## src/design/track_crc32_with_timestamp_core_macros.svh

```systemverilog
// Assertion macros for the track CRC core.
// Expects clk_i and rst_ni in the scope of the module that uses them.
`ifndef TRACK_CRC32_WITH_TIMESTAMP_CORE_MACROS_SVH
`define TRACK_CRC32_WITH_TIMESTAMP_CORE_MACROS_SVH

// checked out of reset only
`define TCTS_ASSERT(label, prop, msg) \
  label: assert property (@(posedge clk_i) disable iff (!rst_ni) (prop)) else $error(msg);

// checked at every edge, reset included
`define TCTS_ASSERT_ALWAYS(label, prop, msg) \
  label: assert property (@(posedge clk_i) (prop)) else $error(msg);

`endif

```

## src/design/tcts_pkg.sv

```systemverilog
// Shared types and constants for the track CRC core.
// No dependencies.
package tcts_pkg;

  localparam logic [31:0] CrcPoly   = 32'h04C1_1DB7;
  localparam logic [31:0] CrcInit   = 32'hFFFF_FFFF;
  localparam logic [11:0] YearBase  = 12'd1980;

  typedef struct packed {
    logic [7:0]  data_byte;
    logic        has_byte;
    logic        last_byte;
    logic        first_track;
    logic        stamp_valid;
    logic [4:0]  stamp_hour;
    logic [5:0]  stamp_minute;
    logic [5:0]  stamp_second;
    logic [11:0] stamp_year;
    logic [3:0]  stamp_month;
    logic [4:0]  stamp_day;
  } in_req_t;

  typedef struct packed {
    logic [31:0] track_crc;
    logic [31:0] crc_sum;
  } out_rsp_t;

  typedef enum logic [4:0] {
    ST_IDLE   = 5'b00001,
    ST_PAD    = 5'b00010,
    ST_STAMP  = 5'b00100,
    ST_FINISH = 5'b01000,
    ST_SPARE  = 5'b10000
  } state_e;

endpackage

```

## src/design/track_crc32_with_timestamp_core.sv

```systemverilog
// Track CRC core: sequencer around a shared byte-step CRC unit, output register.
// Depends on tcts_pkg, tcts_crc_step and the core macros header.
//
//  channel | dir | payload   | handshake
//  in      | in  | in_req_t  | in_valid_i / in_stall_o
//  out     | out | out_rsp_t | out_valid_o / out_stall_i
//
// An item that does not end a track leaves the sequencer idle, so the next item is not stalled.
// A track's last item is followed by p zero pad bytes (0..3) and, if the stamp flag s is set, four stamp bytes;
// one byte goes through the shared CRC unit per cycle.
// The finish step waits while an earlier result is still stalled in the output register.
// Reset: CRC all ones, phase and sum zero, no result pending.
`include "track_crc32_with_timestamp_core_macros.svh"

module track_crc32_with_timestamp_core import tcts_pkg::*; (
  input  logic     clk_i,
  input  logic     rst_ni,
  input  logic     in_valid_i,
  output logic     in_stall_o,
  input  in_req_t  in_data_i,
  output logic     out_valid_o,
  input  logic     out_stall_i,
  output out_rsp_t out_data_o
);

  state_e      state_q, state_d;
  logic [31:0] crc_q, crc_d;
  logic [1:0]  phase_q, phase_d;
  logic [31:0] sum_q, sum_d;
  logic [1:0]  cnt_q, cnt_d;
  logic        stamp_q, stamp_d;
  logic        first_q, first_d;
  logic [31:0] words_q, words_d;
  logic        out_valid_q, out_valid_d;
  out_rsp_t    out_q, out_d;

  logic [31:0] unit_crc;
  logic [7:0]  unit_byte;
  logic        in_acc;
  logic        slot_free;
  logic [15:0] tword, dword;
  logic [6:0]  year_off;

  tcts_crc_step u_step (
    .crc_i  (crc_q),
    .byte_i (unit_byte),
    .crc_o  (unit_crc)
  );

  assign in_stall_o = (state_q != ST_IDLE);
  assign in_acc     = in_valid_i && !in_stall_o;
  assign slot_free  = !out_valid_q || !out_stall_i;

  assign year_off = 7'(in_data_i.stamp_year - YearBase);
  assign tword = {in_data_i.stamp_hour, in_data_i.stamp_minute, in_data_i.stamp_second[5:1]};
  assign dword = {year_off, in_data_i.stamp_month, in_data_i.stamp_day};

  always_comb begin
    state_d     = state_q;
    crc_d       = crc_q;
    phase_d     = phase_q;
    sum_d       = sum_q;
    cnt_d       = cnt_q;
    stamp_d     = stamp_q;
    first_d     = first_q;
    words_d     = words_q;
    out_valid_d = out_valid_q && out_stall_i;
    out_d       = out_q;
    unit_byte   = '0;

    unique case (state_q)
      ST_IDLE: begin
        unit_byte = in_data_i.data_byte;
        if (in_acc) begin
          if (in_data_i.has_byte) begin
            crc_d   = unit_crc;
            phase_d = phase_q + 2'd1;
          end
          if (in_data_i.last_byte) begin
            stamp_d = in_data_i.stamp_valid;
            first_d = in_data_i.first_track;
            words_d = {dword, tword};
            cnt_d   = '0;
            state_d = ST_PAD;
          end
        end
      end
      ST_PAD: begin
        if (phase_q != 2'd0) begin
          crc_d   = unit_crc;
          phase_d = phase_q + 2'd1;
        end else begin
          state_d = stamp_q ? ST_STAMP : ST_FINISH;
        end
      end
      ST_STAMP: begin
        unit_byte = words_q[8*cnt_q +: 8];
        crc_d     = unit_crc;
        cnt_d     = cnt_q + 2'd1;
        if (cnt_q == 2'd3) begin
          state_d = ST_FINISH;
        end
      end
      ST_FINISH: begin
        if (slot_free) begin
          sum_d           = (first_q ? 32'h0 : sum_q) + crc_q;
          out_d.track_crc = crc_q;
          out_d.crc_sum   = sum_d;
          out_valid_d     = 1'b1;
          crc_d           = CrcInit;
          phase_d         = '0;
          state_d         = ST_IDLE;
        end
      end
      default: begin
        state_d = ST_IDLE;
      end
    endcase
  end

  always_ff @(posedge clk_i or negedge rst_ni) begin
    if (!rst_ni) begin
      state_q     <= ST_IDLE;
      crc_q       <= CrcInit;
      phase_q     <= '0;
      sum_q       <= '0;
      cnt_q       <= '0;
      out_valid_q <= 1'b0;
    end else begin
      state_q     <= state_d;
      crc_q       <= crc_d;
      phase_q     <= phase_d;
      sum_q       <= sum_d;
      cnt_q       <= cnt_d;
      out_valid_q <= out_valid_d;
    end
  end

  always_ff @(posedge clk_i) begin
    stamp_q <= stamp_d;
    first_q <= first_d;
    words_q <= words_d;
    out_q   <= out_d;
  end

  assign out_valid_o = out_valid_q;
  assign out_data_o  = out_q;

  `TCTS_ASSERT(a_finish_waits, (state_q == ST_FINISH && out_valid_q && out_stall_i) |=> (state_q == ST_FINISH && $stable(out_q)), "result overwritten while stalled")
  `TCTS_ASSERT(a_finish_clears, (state_q == ST_FINISH && slot_free) |=> (state_q == ST_IDLE && phase_q == 2'd0 && crc_q == CrcInit), "track state not cleared after finish")
  `TCTS_ASSERT(a_pad_exit, (state_q == ST_PAD && phase_q == 2'd0) |=> (state_q != ST_PAD), "padding did not end on phase zero")
  `TCTS_ASSERT(a_stamp_only_valid, (state_q == ST_STAMP) |-> stamp_q, "stamp bytes fed without a valid stamp")
  `TCTS_ASSERT_ALWAYS(a_reset_idle, !rst_ni |=> (state_q == ST_IDLE && !out_valid_q), "core not idle in reset")

endmodule

```

## src/design/tcts_crc_step.sv

```systemverilog
// One byte step of MSB-first CRC-32, shared by data, padding and stamp bytes.
// Depends on tcts_pkg.
module tcts_crc_step import tcts_pkg::*; (
  input  logic [31:0] crc_i,
  input  logic [7:0]  byte_i,
  output logic [31:0] crc_o
);

  always_comb begin
    logic [31:0] c;
    c = crc_i ^ {byte_i, 24'h0};
    for (int k = 0; k < 8; k++) begin
      c = c[31] ? ({c[30:0], 1'b0} ^ CrcPoly) : {c[30:0], 1'b0};
    end
    crc_o = c;
  end

endmodule

```

## config.mk

```make
export PLATFORM = sky130hd
export DESIGN_NAME = track_crc32_with_timestamp_core
export DESIGN_NICKNAME = d
export VERILOG_FILES = /design/src/design/tcts_pkg.sv /design/src/design/track_crc32_with_timestamp_core.sv /design/src/design/tcts_crc_step.sv
export VERILOG_INCLUDE_DIRS = /design/src /design/src/design
export SDC_FILE = /design/constraint.sdc
export NUM_CORES = 1
export LEC_CHECK = 0
export ABC_AREA = 1
export CAP_MARGIN = 20
export CORE_MARGIN = 2
export CORE_UTILIZATION = 35
export DETAILED_ROUTE_END_ITERATION = 10
export DONT_BUFFER_PORTS = 1
export GPL_ROUTABILITY_DRIVEN = 0
export GPL_TIMING_DRIVEN = 0
export HOLD_SLACK_MARGIN = 0.08
export PLACE_DENSITY = 0.55
export SYNTH_ARGS = -nofsm -noshare
export SYNTH_HDL_FRONTEND = slang
export SYNTH_HIERARCHICAL = 1
export SYNTH_SLANG_ARGS = --single-unit
```

## constraint.sdc

```tcl
create_clock -name clk_i -period 2.6 [get_ports clk_i]
set_clock_uncertainty 0.2 [all_clocks]
set_input_delay 0.52 -clock clk_i [delete_from_list [all_inputs] [get_ports clk_i]]
set_output_delay 0.52 -clock clk_i [all_outputs]
set_load 0.02 [all_outputs]
```

# After elaboration in Yosys (flattened, before gate mapping)

Index checks and enable logic that the tools add are counted.
W data, S select, Z words.

Flip-flop bits (word level): 172
Bits of input ports: 54
Word-level logic and storage cells: 86

$add $sub $neg: 4
Eq/ne operators: 13
Shift operators: 1
Mux-type cells: 32
Bitwise operators: 9
Reductions and logical operators: 16

Operator list:

| kind                  | count |
|---|---|
| $mux W27              | 8 |
| $mux W32              | 5 |
| $pmux W32 S4          | 1 |
| $not A14 Y14          | 8 |
| $add A32 B32 Y32      | 1 |
| $shiftx A32 B6 Y8     | 1 |
| $xor A32 B32 Y32      | 1 |
| $mux W5               | 5 |
| $pmux W5 S4           | 1 |
| $pmux W8 S2           | 1 |
| $reduce_and A5 Y1     | 3 |
| $ne A2 B2 Y1 const B  | 7 |
| $mux W2               | 6 |
| $sub A7 B6 Y7 const B | 1 |
| $pmux W2 S3           | 1 |
| $reduce_and A3 Y1     | 2 |
| $eq A5 B1 Y1 const B  | 1 |
| $eq A5 B2 Y1 const B  | 1 |
| $eq A5 B3 Y1 const B  | 1 |
| $eq A5 B4 Y1 const B  | 1 |
| $ne A5 B1 Y1 const B  | 1 |
| $add A2 B1 Y2 const B | 2 |
| $mux W4               | 1 |
| $pmux W2 S2           | 1 |
| other kinds (9)       | 14 |

# Depth between registers and ports, before layout

Depth in word-level cells: 22
Mapped depth: 18
Depth with buffers taken out: 17

# Cells and area by module

The synthesis kept the hierarchy.

Modules (own cells, without submodules):

| module                          | times used | cells each | area each (sq um) | sequential area each (sq um) |
|---|---|---|---|---|
| track_crc32_with_timestamp_core | 1          | 1067       | 9252.6            | 4810.9 |
| tcts_crc_step                   | 1          | 221        | 1218.7            | 0.0 |

# Worst setup path before layout

Ideal clock, no wire load.

Path kind: register to register
Start point: register first_q
End point: register out_q (netlist bit out_data_o[28]), data pin
Data arrival time: 2.107 ns
Data required time: 2.145 ns
Slack: 0.038 ns
Cell stages (with the launch flop): 12
Path buffers: 1
Clock period less this slack: 2.562 ns
Cells stage by stage: edfxtp_1 clkbuf_1 nor2_1 ha_1 fa_1 nand3_1 nand3_1 nand3_1 nand3_1 nand2_1 nand3_1 and2_1

Cells in the longest elaborated chain, start to end: 2

RTL lines:

| element                | RTL line                               | text |
|---|---|---|
| from (decl)            | track_crc32_with_timestamp_core.sv:32  | `logic first_q, first_d;` |
| from (signal assigned) | track_crc32_with_timestamp_core.sv:141 | `first_q <= first_d;` |
| $mux W32               | track_crc32_with_timestamp_core.sv:106 | `sum_d = (first_q ? 32'h0 : sum_q) + crc_q;` |
| $add A32 B32 Y32       | track_crc32_with_timestamp_core.sv:106 |  |
| to (signal assigned)   | track_crc32_with_timestamp_core.sv:143 | `out_q <= out_d;` |
| to (decl)              | track_crc32_with_timestamp_core.sv:35  | `out_rsp_t out_q, out_d;` |

Every way passes these cells.
A chain may end at the register's enable or synchronous reset.

# Worst setup path after layout

Start point: register first_q
End point: register out_q (netlist bit out_data_o[17]), data pin

Same word-level chain as after synthesis.

==> impl_metrics.toml <==
[detailed_routing]
num_vias = 8604
first_pass_iters = 5
viasPerCell = 4.75
first_iter_violations = 463
drt_drc_violations_left = 0
drt-total-wl_um = 29800
wl_per_cell_um = 16.4
final_antenna_net_count = 0

[grt]
grt_start_max_net_pins = 74
use_met2 = 0.316
antenna_found_initial = 0
grt_pass1_wl_um = 44800
grt_use_met1 = 0.245
grt_use_met3 = 0.0372
grt_usage = 0.187
grt.busiest_layer = "met2"
grt_overflow_total = 0
grt_pass1_vias = 8196

[worst_setup_path]
rrSetupSlack_ps = 60
rr_startpoint = "first_q"
endpoint = "out_data_o[17]"
rr_endpoint = "out_data_o[17]"
required_ps = 2590
arrival_ps = 2540
start_kind = "flop"
setup.worst_path.start = "first_q"
critPathCaptureType = "flop"
critPathKind = "flop to flop"
r2r_cells = 12
cp_max_fo = 5

[floorplanning]
core_sq_mm = 0.0296
chipWidth_um = 177
io_pins = 120
core.rowCount = 63
start_util = 0.354
die_y_um = 177
dieArea_sq_mm = 0.0313

[synth]
synthesis.area_sq_mm = 0.0105
ys.flop_type = "edfxtp_1"
synth-seq-area-share = 0.459
syn_nets = 1377
synth_commonest_cells = "nand2_1, inv_1, nor2_1"
postSynthCellCount = 1288
synth_top_area_cell = "edfxtp_1"
syn_avg_cell_area_sq_um = 8.13
ys_warn_count = 6
yosysMostFrequentCell = "nand2_1"
synth_edf_count = 98
synthArstFlopShare = 0.427
synth_cell_types = 43
yosys-top-cells-area = "edfxtp_1, nand2_1, dfrtp_1"
synth_top_area_share = 0.281
ys_ff_latch = 171

[sta]
hold_viol_final = 0
worst_slack_ps = 55.6
drv_slew = 0
grt_setup_unrepaired = "yes"
setup_violations = 0
finalCritPeriodShare = 0.979
worst_slew_pin_slew_ps = 568
fmax_mhz = 393
max_slew_margin = 0.621
period_needed_ps = 2540

[status]
run_status = "completed"

[power_and_ir_drop]
power_density_mw_per_mm2 = 1580
p_total_mw = 21.8
power.share.combinational = 0.636
pwr-share-clk = 0.114
p_seq_frac = 0.250
cellLeakagePower_nw = 6.39
ir_drop_v = 0.000664
switching_power_mw = 10.2
swShare = 0.469
intPower_mw = 11.6

[clock_tree]
cts_buffers = 17
clk_latency_ps = 440
htree_levels = 4
cts-root-buf = "clkbuf_16"
path_clk_slew_ps = 70
cts_tree = "yes"
clock-sinks = 171
clock_path_buffers = 2

[hold_path]
min-delay-start = "in_data_i[14]"
hold_class = "input pin to flop"

[flow_run]
max_cap_viol_count = 0

[place]
io_buffers = 0
dp_hpwl_um = 20500
pre_cts_ws_ps = -703

[layout]
layout-drive-gt1-share = 0.341
final_nets = 1496
area_growth_pct = 31.5
diodes = 0
fill_cells = 2816
-- state kept, by name, summed over array words and instances, names as in the netlist --
register and cells:
cnt_q 2, crc_q 32, first_q 1, out_data_o 64, out_valid_o 1, phase_q 2, stamp_q 1, state_q 4
sum_q 32, words_q 32
-- cells in the final DEF, fill, tap and decap left out, types with 15 or more instances in the layout --
master | synthesis | final
nand2_1 | 424 | 342
inv_1 | 198 | 188
o21ai_0 | 28 | 21
clkbuf_16 | 0 | 18
buf_4 | 3 | 57
dfrtp_1 | 40 | 39
edfxtp_1 | 98 | 98
o21ai_2 | 32 | 32
nand2_2 | 38 | 101
nand2_4 | 10 | 27
o21ai_1 | 8 | 15
a21oi_2 | 0 | 17
xor2_1 | 50 | 40
dfstp_2 | 33 | 33
nor2_1 | 103 | 57
nand3_1 | 70 | 54
ha_4 | 0 | 25
dlygate4sd3_1 | 0 | 33
nor2_4 | 2 | 21
nor2_2 | 2 | 29
-- layer usage --
metal / vias up / part of all wire
met2: 204 / 0.49
met5: - / 0
li1: 4257 / -
met3: 41 / 0.045
met4: 0 / 0.015
met1: 4102 / 0.45
-- power by group through the flow --
stage          clock, mW  sequential (mW)  combinational, mW
4_1_cts             2.53             5.34               11.4
3_3_place_gp           0             5.39               10.0
6_report            2.49             5.45               13.9
5_1_grt             2.65             5.53               15.2
3_5_place_dp           0             5.38               10.3
2_1_floorplan          0             4.93               8.24
-- timing repair --
item,4_1_cts,5_1_grt
resized for setup,87,247
endpoints found under the setup margin,142,153
gates cloned,2,1
setup buffers,32,33
hold endpoints to repair,105,0
hold buffers,34,0
pin swaps,33,78
-- how the worst min path moves through the flow --
stage	end	slack, ps	cells after the start
global route	words_q[29]	100	1
detailed placement	sum_q[20]	30	0
finish	words_q[30]	100	1
global placement	sum_q[20]	30	0
CTS	words_q[30]	90	1
floorplan	cnt_q[0]	20	0
-- through the flow --
step | area (sq um) | std cells | hold WS, ps | setup TNS (ps) | util
final | 13800 | 1810 | 103 | 0 | 0.466
after global routing | 13800 | 1810 | 102 | -434 | 0.466
after CTS | 12500 | 1777 | 94.2 | -2.03 | 0.424
after detailed placement | 11000 | 1679 | 29.1 | -27810 | 0.372
after global placement | 11000 | 1678 | 29.0 | -37690 | 0.371
after floorplan | 10500 | 1288 | 24.4 | 0 | -
-- critical path, stage by stage, from the launching register on --
cell	delay, ps
edfxtp_1	410
buf_12	170
buf_8	150
nor2_4	130
ha_4	230
nand2_4	90
inv_1	60
nand2_2	70
nand2_2	60
nand3b_1	280
nand2_1	180
nand3_2	100
and2_1	180
-- layout make-up --
| class | count | area, sq um | area share |
|---|---|---|---|
| timing repair buffer | 102 | 986 | 0.0716 |
| multi-input combinational | 886 | 5900 | 0.428 |
| tap | 390 | 488 | 0.0354 |
| inverter | 207 | 793 | 0.0576 |
| clock buffer | 20 | 447 | 0.0324 |
| clock inverter | 12 | 114 | 0.00827 |
| sequential | 171 | 4810 | 0.349 |
| buffer | 22 | 233 | 0.0169 |
-- logic make-up (layout without fill, tap and decap cells) --
group                    Yosys count  in the layout  synth area share
XOR/XNOR                          62             62            0.0547
AO/OA/AOI/OAI                    108            108            0.0683
buffers and inverters            231            363            0.0912
AND/OR/NAND/NOR                  681            681             0.284
flip-flops                       171            171             0.459
adder cells (fa/ha/maj)           35             35            0.0425
Note: power is estimated with default switching activity, not from simulation.
